===== src/sv/bmds_pkg.sv =====
// bmds_pkg: shared types and constants for the bcd display scan core
// holds the queue word type and the power-of-ten table; no dependencies
package bmds_pkg;

  localparam int unsigned VALUE_W = 32;
  localparam int unsigned DIGIT_W = 4;
  localparam int unsigned WIDE_W  = 34;  // holds 9 * 10^9 and 10^10

  // powers of ten, 10^0 up to 10^10
  localparam logic [WIDE_W-1:0] POW10 [0:10] = '{
    34'd1,
    34'd10,
    34'd100,
    34'd1000,
    34'd10000,
    34'd100000,
    34'd1000000,
    34'd10000000,
    34'd100000000,
    34'd1000000000,
    34'd10000000000
  };

  // word passed from the front part to the back part
  typedef struct packed {
    logic [VALUE_W-1:0] value;
    logic [DIGIT_W-1:0] top_k;  // power of ten of the first digit shown
    logic               ovf;
  } bmds_item_t;

endpackage


===== src/sv/bcd_multiplexed_display_scan_core.sv =====
// bcd_multiplexed_display_scan_core: top level of the bcd display scan core
// depends on bmds_pkg, bmds_front, bmds_queue and bmds_back
//
// Each value pushed in is shown as digits_in_use decimal digits (clamped to
// 1..MAX_DIGITS, reset 3), most significant first with leading zeros kept: one
// word per display position carrying the position and its bcd code, the final
// one marked last. A value of at least ten to the digit count gives one word
// with overflow and last set instead. The front part clamps the count and
// classifies the value as it is pushed; a two-entry queue feeds the back
// part, whose digit unit produces one digit per cycle while the output is
// not held by a missing pop, and the next value follows with no gap. The
// output register takes a new word in the cycle the old one is popped. No
// clearing pass follows reset.
module bcd_multiplexed_display_scan_core #(
  parameter int unsigned MAX_DIGITS = 10
) (
  input  logic                         clk,
  input  logic                         rst_n,
  input  logic                         cfg_valid,
  output logic                         cfg_ready,
  input  logic [bmds_pkg::DIGIT_W-1:0] cfg_digits_in_use,
  input  logic                         in_push,
  output logic                         in_full,
  input  logic [bmds_pkg::VALUE_W-1:0] in_value,
  output logic                         out_empty,
  input  logic                         out_pop,
  output logic [bmds_pkg::DIGIT_W-1:0] out_digit_position,
  output logic [bmds_pkg::DIGIT_W-1:0] out_bcd_digit,
  output logic                         out_overflow,
  output logic                         out_last
);
  import bmds_pkg::*;

  bmds_item_t front_item;
  bmds_item_t q_head;
  logic       q_empty, q_rd;

  bmds_front #(
    .MAX_DIGITS(MAX_DIGITS)
  ) u_front (
    .clk              (clk),
    .rst_n            (rst_n),
    .cfg_valid        (cfg_valid),
    .cfg_ready        (cfg_ready),
    .cfg_digits_in_use(cfg_digits_in_use),
    .in_value         (in_value),
    .item             (front_item)
  );

  bmds_queue u_queue (
    .clk    (clk),
    .rst_n  (rst_n),
    .wr     (in_push),
    .wr_item(front_item),
    .rd     (q_rd),
    .full   (in_full),
    .empty  (q_empty),
    .head   (q_head)
  );

  bmds_back u_back (
    .clk               (clk),
    .rst_n             (rst_n),
    .q_empty           (q_empty),
    .q_head            (q_head),
    .q_rd              (q_rd),
    .out_empty         (out_empty),
    .out_pop           (out_pop),
    .out_digit_position(out_digit_position),
    .out_bcd_digit     (out_bcd_digit),
    .out_overflow      (out_overflow),
    .out_last          (out_last)
  );

endmodule


===== src/sv/bmds_front.sv =====
// bmds_front: digit count register, clamping and overflow classification
// depends on bmds_pkg
module bmds_front #(
  parameter int unsigned MAX_DIGITS = 10
) (
  input  logic                         clk,
  input  logic                         rst_n,
  input  logic                         cfg_valid,
  output logic                         cfg_ready,
  input  logic [bmds_pkg::DIGIT_W-1:0] cfg_digits_in_use,
  input  logic [bmds_pkg::VALUE_W-1:0] in_value,
  output bmds_pkg::bmds_item_t         item
);
  import bmds_pkg::*;

  localparam logic [DIGIT_W-1:0] MaxDig = DIGIT_W'(MAX_DIGITS);

  logic [DIGIT_W-1:0] digits_r, digits_nxt;
  logic [DIGIT_W-1:0] n_eff;

  assign cfg_ready = 1'b1;

  always_comb begin
    digits_nxt = digits_r;
    if (cfg_valid) begin
      digits_nxt = cfg_digits_in_use;
    end
  end

  always_ff @(posedge clk) begin
    if (!rst_n) begin
      digits_r <= 4'd3;
    end else begin
      digits_r <= digits_nxt;
    end
  end

  always_comb begin
    if (digits_r == '0) begin
      n_eff = DIGIT_W'(1);
    end else if (digits_r > MaxDig) begin
      n_eff = MaxDig;
    end else begin
      n_eff = digits_r;
    end
  end

  // value too large when it reaches 10^n
  always_comb begin
    item.value = in_value;
    item.top_k = n_eff - DIGIT_W'(1);
    item.ovf   = ({2'b00, in_value} >= POW10[n_eff]);
  end

endmodule


===== src/sv/bmds_queue.sv =====
// bmds_queue: two-entry queue between the front and back parts
// depends on bmds_pkg
module bmds_queue (
  input  logic                 clk,
  input  logic                 rst_n,
  input  logic                 wr,
  input  bmds_pkg::bmds_item_t wr_item,
  input  logic                 rd,
  output logic                 full,
  output logic                 empty,
  output bmds_pkg::bmds_item_t head
);
  import bmds_pkg::*;

  localparam int unsigned Depth = 2;
  localparam int unsigned PtrW  = $clog2(Depth);

  bmds_item_t          mem_r [Depth];
  logic [PtrW-1:0]     wr_ptr_r, wr_ptr_nxt;
  logic [PtrW-1:0]     rd_ptr_r, rd_ptr_nxt;
  logic [PtrW:0]       count_r, count_nxt;
  logic                do_wr, do_rd;

  assign full  = (count_r == (PtrW+1)'(Depth));
  assign empty = (count_r == '0);
  assign head  = mem_r[rd_ptr_r];
  assign do_wr = wr && !full;
  assign do_rd = rd && !empty;

  always_comb begin
    wr_ptr_nxt = wr_ptr_r;
    rd_ptr_nxt = rd_ptr_r;
    count_nxt  = count_r;
    if (do_wr) begin
      wr_ptr_nxt = wr_ptr_r + PtrW'(1);
    end
    if (do_rd) begin
      rd_ptr_nxt = rd_ptr_r + PtrW'(1);
    end
    case ({do_wr, do_rd})
      2'b10:   count_nxt = count_r + (PtrW+1)'(1);
      2'b01:   count_nxt = count_r - (PtrW+1)'(1);
      default: count_nxt = count_r;
    endcase
  end

  always_ff @(posedge clk) begin
    if (!rst_n) begin
      wr_ptr_r <= '0;
      rd_ptr_r <= '0;
      count_r  <= '0;
    end else begin
      wr_ptr_r <= wr_ptr_nxt;
      rd_ptr_r <= rd_ptr_nxt;
      count_r  <= count_nxt;
    end
  end

  always_ff @(posedge clk) begin
    if (do_wr) begin
      mem_r[wr_ptr_r] <= wr_item;
    end
  end

endmodule


===== src/sv/bmds_back.sv =====
// bmds_back: digit extraction, one decimal digit per cycle unless the output stalls, and output register
// depends on bmds_pkg
module bmds_back (
  input  logic                         clk,
  input  logic                         rst_n,
  input  logic                         q_empty,
  input  bmds_pkg::bmds_item_t         q_head,
  output logic                         q_rd,
  output logic                         out_empty,
  input  logic                         out_pop,
  output logic [bmds_pkg::DIGIT_W-1:0] out_digit_position,
  output logic [bmds_pkg::DIGIT_W-1:0] out_bcd_digit,
  output logic                         out_overflow,
  output logic                         out_last
);
  import bmds_pkg::*;

  logic               busy_r, busy_nxt;
  logic [VALUE_W-1:0] rem_r, rem_nxt;
  logic [DIGIT_W-1:0] k_r, k_nxt;
  logic [DIGIT_W-1:0] pos_r, pos_nxt;

  logic               out_vld_r, out_vld_nxt;
  logic [DIGIT_W-1:0] out_pos_r, out_pos_nxt;
  logic [DIGIT_W-1:0] out_bcd_r, out_bcd_nxt;
  logic               out_ovf_r, out_ovf_nxt;
  logic               out_last_r, out_last_nxt;

  logic               adv, take, head_ovf;
  logic [VALUE_W-1:0] src_rem;
  logic [DIGIT_W-1:0] src_k, src_pos, digit;
  logic [WIDE_W-1:0]  mult [0:9];
  logic [8:0]         ge;

  assign adv  = !out_vld_r || out_pop;
  assign take = adv && (busy_r || !q_empty);
  assign q_rd = adv && !busy_r && !q_empty;

  // first digit comes straight from the queue head, later ones from the remainder
  always_comb begin
    src_rem  = busy_r ? rem_r : q_head.value;
    src_k    = busy_r ? k_r : q_head.top_k;
    src_pos  = busy_r ? pos_r : '0;
    head_ovf = !busy_r && q_head.ovf;
  end

  // digit = number of multiples d * 10^k not above the remainder
  always_comb begin
    mult[0] = '0;
    for (int d = 1; d <= 9; d++) begin
      mult[d]   = POW10[src_k] * WIDE_W'(d);
      ge[d-1]   = ({2'b00, src_rem} >= mult[d]);
    end
    digit   = DIGIT_W'($countones(ge));
    rem_nxt = src_rem - mult[digit][VALUE_W-1:0];
  end

  always_comb begin
    busy_nxt     = busy_r;
    k_nxt        = k_r;
    pos_nxt      = pos_r;
    out_vld_nxt  = out_vld_r;
    out_pos_nxt  = out_pos_r;
    out_bcd_nxt  = out_bcd_r;
    out_ovf_nxt  = out_ovf_r;
    out_last_nxt = out_last_r;
    if (take) begin
      out_vld_nxt = 1'b1;
      if (head_ovf) begin
        busy_nxt     = 1'b0;
        out_pos_nxt  = '0;
        out_bcd_nxt  = '0;
        out_ovf_nxt  = 1'b1;
        out_last_nxt = 1'b1;
      end else begin
        busy_nxt     = (src_k != '0);
        k_nxt        = src_k - DIGIT_W'(1);
        pos_nxt      = src_pos + DIGIT_W'(1);
        out_pos_nxt  = src_pos;
        out_bcd_nxt  = digit;
        out_ovf_nxt  = 1'b0;
        out_last_nxt = (src_k == '0);
      end
    end else if (adv) begin
      out_vld_nxt = 1'b0;
    end
  end

  always_ff @(posedge clk) begin
    if (!rst_n) begin
      busy_r    <= 1'b0;
      out_vld_r <= 1'b0;
    end else begin
      busy_r    <= busy_nxt;
      out_vld_r <= out_vld_nxt;
    end
  end

  always_ff @(posedge clk) begin
    if (take) begin
      rem_r <= rem_nxt;
    end
    k_r        <= k_nxt;
    pos_r      <= pos_nxt;
    out_pos_r  <= out_pos_nxt;
    out_bcd_r  <= out_bcd_nxt;
    out_ovf_r  <= out_ovf_nxt;
    out_last_r <= out_last_nxt;
  end

  assign out_empty          = !out_vld_r;
  assign out_digit_position = out_pos_r;
  assign out_bcd_digit      = out_bcd_r;
  assign out_overflow       = out_ovf_r;
  assign out_last           = out_last_r;

`ifndef SYNTHESIS
  a_ovf_single : assert property (@(posedge clk) disable iff (!rst_n)
    out_vld_r && out_ovf_r |-> out_last_r && out_pos_r == '0 && out_bcd_r == '0)
    else $error("overflow word not a lone last word");

  a_bcd_range : assert property (@(posedge clk) disable iff (!rst_n)
    out_vld_r |-> out_bcd_r <= DIGIT_W'(9))
    else $error("bcd digit above nine");

  a_busy_word : assert property (@(posedge clk) disable iff (!rst_n)
    busy_r |-> out_vld_r && !out_last_r && !out_ovf_r)
    else $error("scan in progress after a last word");

  a_no_pop_busy : assert property (@(posedge clk) disable iff (!rst_n)
    busy_r |-> !q_rd)
    else $error("queue read during a scan");
`endif

endmodule


===== config.mk =====
export PLATFORM = sky130hd
export DESIGN_NAME = bcd_multiplexed_display_scan_core
export DESIGN_NICKNAME = d
export VERILOG_FILES = /design/src/sv/bmds_pkg.sv /design/src/sv/bcd_multiplexed_display_scan_core.sv /design/src/sv/bmds_front.sv /design/src/sv/bmds_queue.sv /design/src/sv/bmds_back.sv
export SDC_FILE = /design/constraint.sdc
export NUM_CORES = 1
export LEC_CHECK = 0
export ABC_AREA = 1
export ABC_CLOCK_PERIOD_IN_PS = 13450
export BUFFER_PORTS_ARGS = -buffer_cell sky130_fd_sc_hd__buf_2
export CAP_MARGIN = 40
export CORE_ASPECT_RATIO = 1.5
export CORE_MARGIN = 2
export CORE_UTILIZATION = 40
export DETAILED_ROUTE_END_ITERATION = 10
export PLACE_DENSITY_LB_ADDON = 0.08
export RECOVER_POWER = 50
export SYNTH_ARGS = -nofsm -noshare
export SYNTH_HDL_FRONTEND = slang
export SYNTH_SLANG_ARGS = --single-unit

===== constraint.sdc =====
create_clock -name clk -period 13.45 [get_ports clk]
set_input_delay 3.3625 -clock clk [delete_from_list [all_inputs] [get_ports clk]]
set_output_delay 3.3625 -clock clk [all_outputs]
set_load 0.05 [all_outputs]

==> metrics.cfg <==
[outcome]
status=finished with violations
violations=capacitance limit, slew limit

[synthesis]
synthArstFlopShare_pct=0
yosysSeqAreaShare_pct=17.3
yosys.area.top_type_share_pct=26.5
ys_types=70
synth_area_leaders=ha_1 27%, edfxtp_1 16%, nand2_1 11%, a21oi_1 8.0%, inv_1 5.6%
synth_edf_count=124
synth_commonest_cells=681 x nand2_1, 482 x ha_1, 362 x a21oi_1
synth-main-ff-cell=edfxtp_1
ys_warn_count=0
syn-cell-area_um2=22700
yosysMostFrequentCell=nand2_1
postSynthAreaPerCell_um2=7.18
synth_cells=3166
yosys.area.top_type=ha_1
ys_seq_elements=135

[clock_tree]
post-cts-setup-buffers=0
cts_tree=yes
clk_pin_slew_ns=0.06
cts.hold.buffers_added=0
ctsResizeCount=0
cts_root_buf=clkbuf_16
cts_buffers=17
h-tree-depth=4
worstSkewPairLatency_ns=0.43
clock-sinks=135
clockBufferDepth=2

[cells_and_area]
drive_above_1_share_pct=6.33
n_fill_cell=6010
nNetsFinal=3809
area_growth_pct=9.54

[route]
wl_met1_mm=36.0
num_vias=23300
wl_per_cell_um=24.1
antenna_left=0
via_per_inst=5.77
route.met2.wl_mm=49.1
drtPass1Iterations=6
top_layer_used=met5
drc=0
wl_mm=97.3
drt_first_iter_violations=1497
wl_met3_mm=4.36

[sta]
skew_ns=0.0112
tightest_slew_ns=2.60
period_needed_ns=12.77
fin_crit_sh_pct=95.0
rsz0062_at_grt=no
finalSetupViolCount=0
clock.fmax_mhz=78.3
slew_headroom_pct=-73.5
hold_viol_final=0
timing.final.ws_setup_ns=0.677
maxSlewViolCount=46
tns_ns=0

[place]
dp_worst_setup_slack_ns=0.832
hpwl_mm=80.4
port-buffer-count=52
place_congestion=1.02

[worst_setup_path]
crit_arrival_ns=12.96
worstReg2RegEnd=u_back.rem_r[25]
critical-path-top-delay-family=adder cells
rr_worst_depth=60
crit_path_end=u_back.rem_r[25]
path_common_cell=nand2_1
cp-start-kind=flop
setup.worst_path.start=u_back.busy_r
cp.depth=60
critPathKind=reg -> reg
slowest_delay_ns=0.64
cp_max_fo=28
critical_path_buf_inv_count=13
crit_slowest_cell=clkbuf_1
r2r-start=u_back.busy_r
critical_path_required_ns=13.63
endpoint_kind=flop
r2r_slack_ns=0.68

[die]
die_w_um=199
coreArea_um2=56500
start_util_pct=40.2
die_area_um2=58800
pin_count=54
die_h_um=296
rows=107

[global_routing]
grt_max_degree=54
antenna_found_initial=2
grt_usage_pct=32.9
grt_overflow=0
grt_pass1_wl_mm=142
grt_pass1_vias=23400

[min_path]
hold_class=reg -> reg

[flow_run]
cap_violations=1

==> worst register-to-register path: cells and delay by family (launching register included) <==
kind / cells / cell delay (ns)
compound gates: 13 / 3.21
flops: 1 / 0.32
fa+ha+maj: 11 / 3.83
simple gates: 22 / 2.57
xor+xnor: 1 / 0.22
buf+inv: 13 / 2.42
==> metrics by stage <==
stage / instances / hold slack, ns / util (%) / cell area [µm²]
floorplan: 3167 / 0.459 / - / 22700
global placement: 3997 / 0.495 / 43.0 / 24300
detailed placement: 4002 / 0.519 / 43.1 / 24400
CTS: 4034 / 0.528 / 44.2 / 25000
global route: 4034 / 0.538 / 44.1 / 24900
finish: 4036 / 0.486 / 44.1 / 24900
==> flip-flops by register name, summed over array words and instances (netlist names), named ones only <==
name / count
u_queue.count_r: 2
u_back.busy_r: 1
u_queue.wr_ptr_r: 1
u_queue.rd_ptr_r: 1
u_back.k_r: 4
u_front.digits_r: 4
u_back.out_last: 1
u_back.out_vld_r: 1
u_back.out_overflow: 1
u_queue.mem_r: 74
u_back.out_bcd_digit: 4
u_back.out_digit_position: 4
u_back.rem_r: 32
u_back.pos_r: 4
==> logic make-up (layout without fill, tap and decap cells) <==
group / count (synthesis) / count (layout) / synth area share, %
other: 2 / 5 / 0.0330
adders and majority gates: 510 / 510 / 29.0
AOI/OAI and AO/OA: 703 / 703 / 17.3
DFF: 135 / 135 / 17.3
buffers and inverters: 417 / 521 / 7.08
and+or+nand+nor: 1296 / 1296 / 25.0
xor gates and xnor gates: 103 / 103 / 4.25
==> layout by cell type (no fill, tap or decap), types with 25 or more instances in the layout <==
| cell type | instances |
|---|---|
| nand3_1 | 149 |
| edfxtp_1 | 124 |
| nand2_1 | 681 |
| nand4_1 | 65 |
| clkbuf_1 | 39 |
| a21oi_1 | 356 |
| nor2_1 | 255 |
| inv_1 | 340 |
| xor2_1 | 62 |
| nor3_1 | 39 |
| o21ai_0 | 158 |
| xnor2_1 | 34 |
| fa_1 | 28 |
| a31oi_1 | 25 |
| ha_1 | 482 |
| buf_4 | 72 |
==> layer usage <==
layer	vias to the layer above	global-route usage, %
met2	788	60.2
met1	11100	35.1
met5	-	0
met3	273	3.10
li1	11200	-
met4	2	24.1
==> worst min path at each step <==
stage                                  start            endpoint  slack [ns]  cells past startpoint
after floorplan             u_queue.wr_ptr_r    u_queue.wr_ptr_r        0.46                      2
after global placement    u_queue.count_r[1]  u_queue.count_r[1]        0.49                      2
after detailed placement  u_queue.count_r[1]  u_queue.count_r[1]        0.52                      2
after CTS                 u_queue.count_r[1]  u_queue.count_r[1]        0.53                      2
after global routing        u_queue.wr_ptr_r    u_queue.wr_ptr_r        0.54                      2
final                       u_queue.wr_ptr_r    u_queue.wr_ptr_r        0.49                      2
==> area by class of cell <==
type | instances | area, µm² | area share [%]
timing repair buffer | 130 | 821 | 3.30
sequential | 135 | 3940 | 15.8
tap | 763 | 955 | 3.83
antenna | 2 | 5.00 | 0.0201
clock inverter | 10 | 105 | 0.422
multi-input combinational | 2615 | 17200 | 69.1
inverter | 359 | 1360 | 5.45
clock buffer | 22 | 497 | 1.99
Power is left out: the tool's default activity adds up to more than one toggle a clock period on the data nets, which glitch-free logic cannot reach.
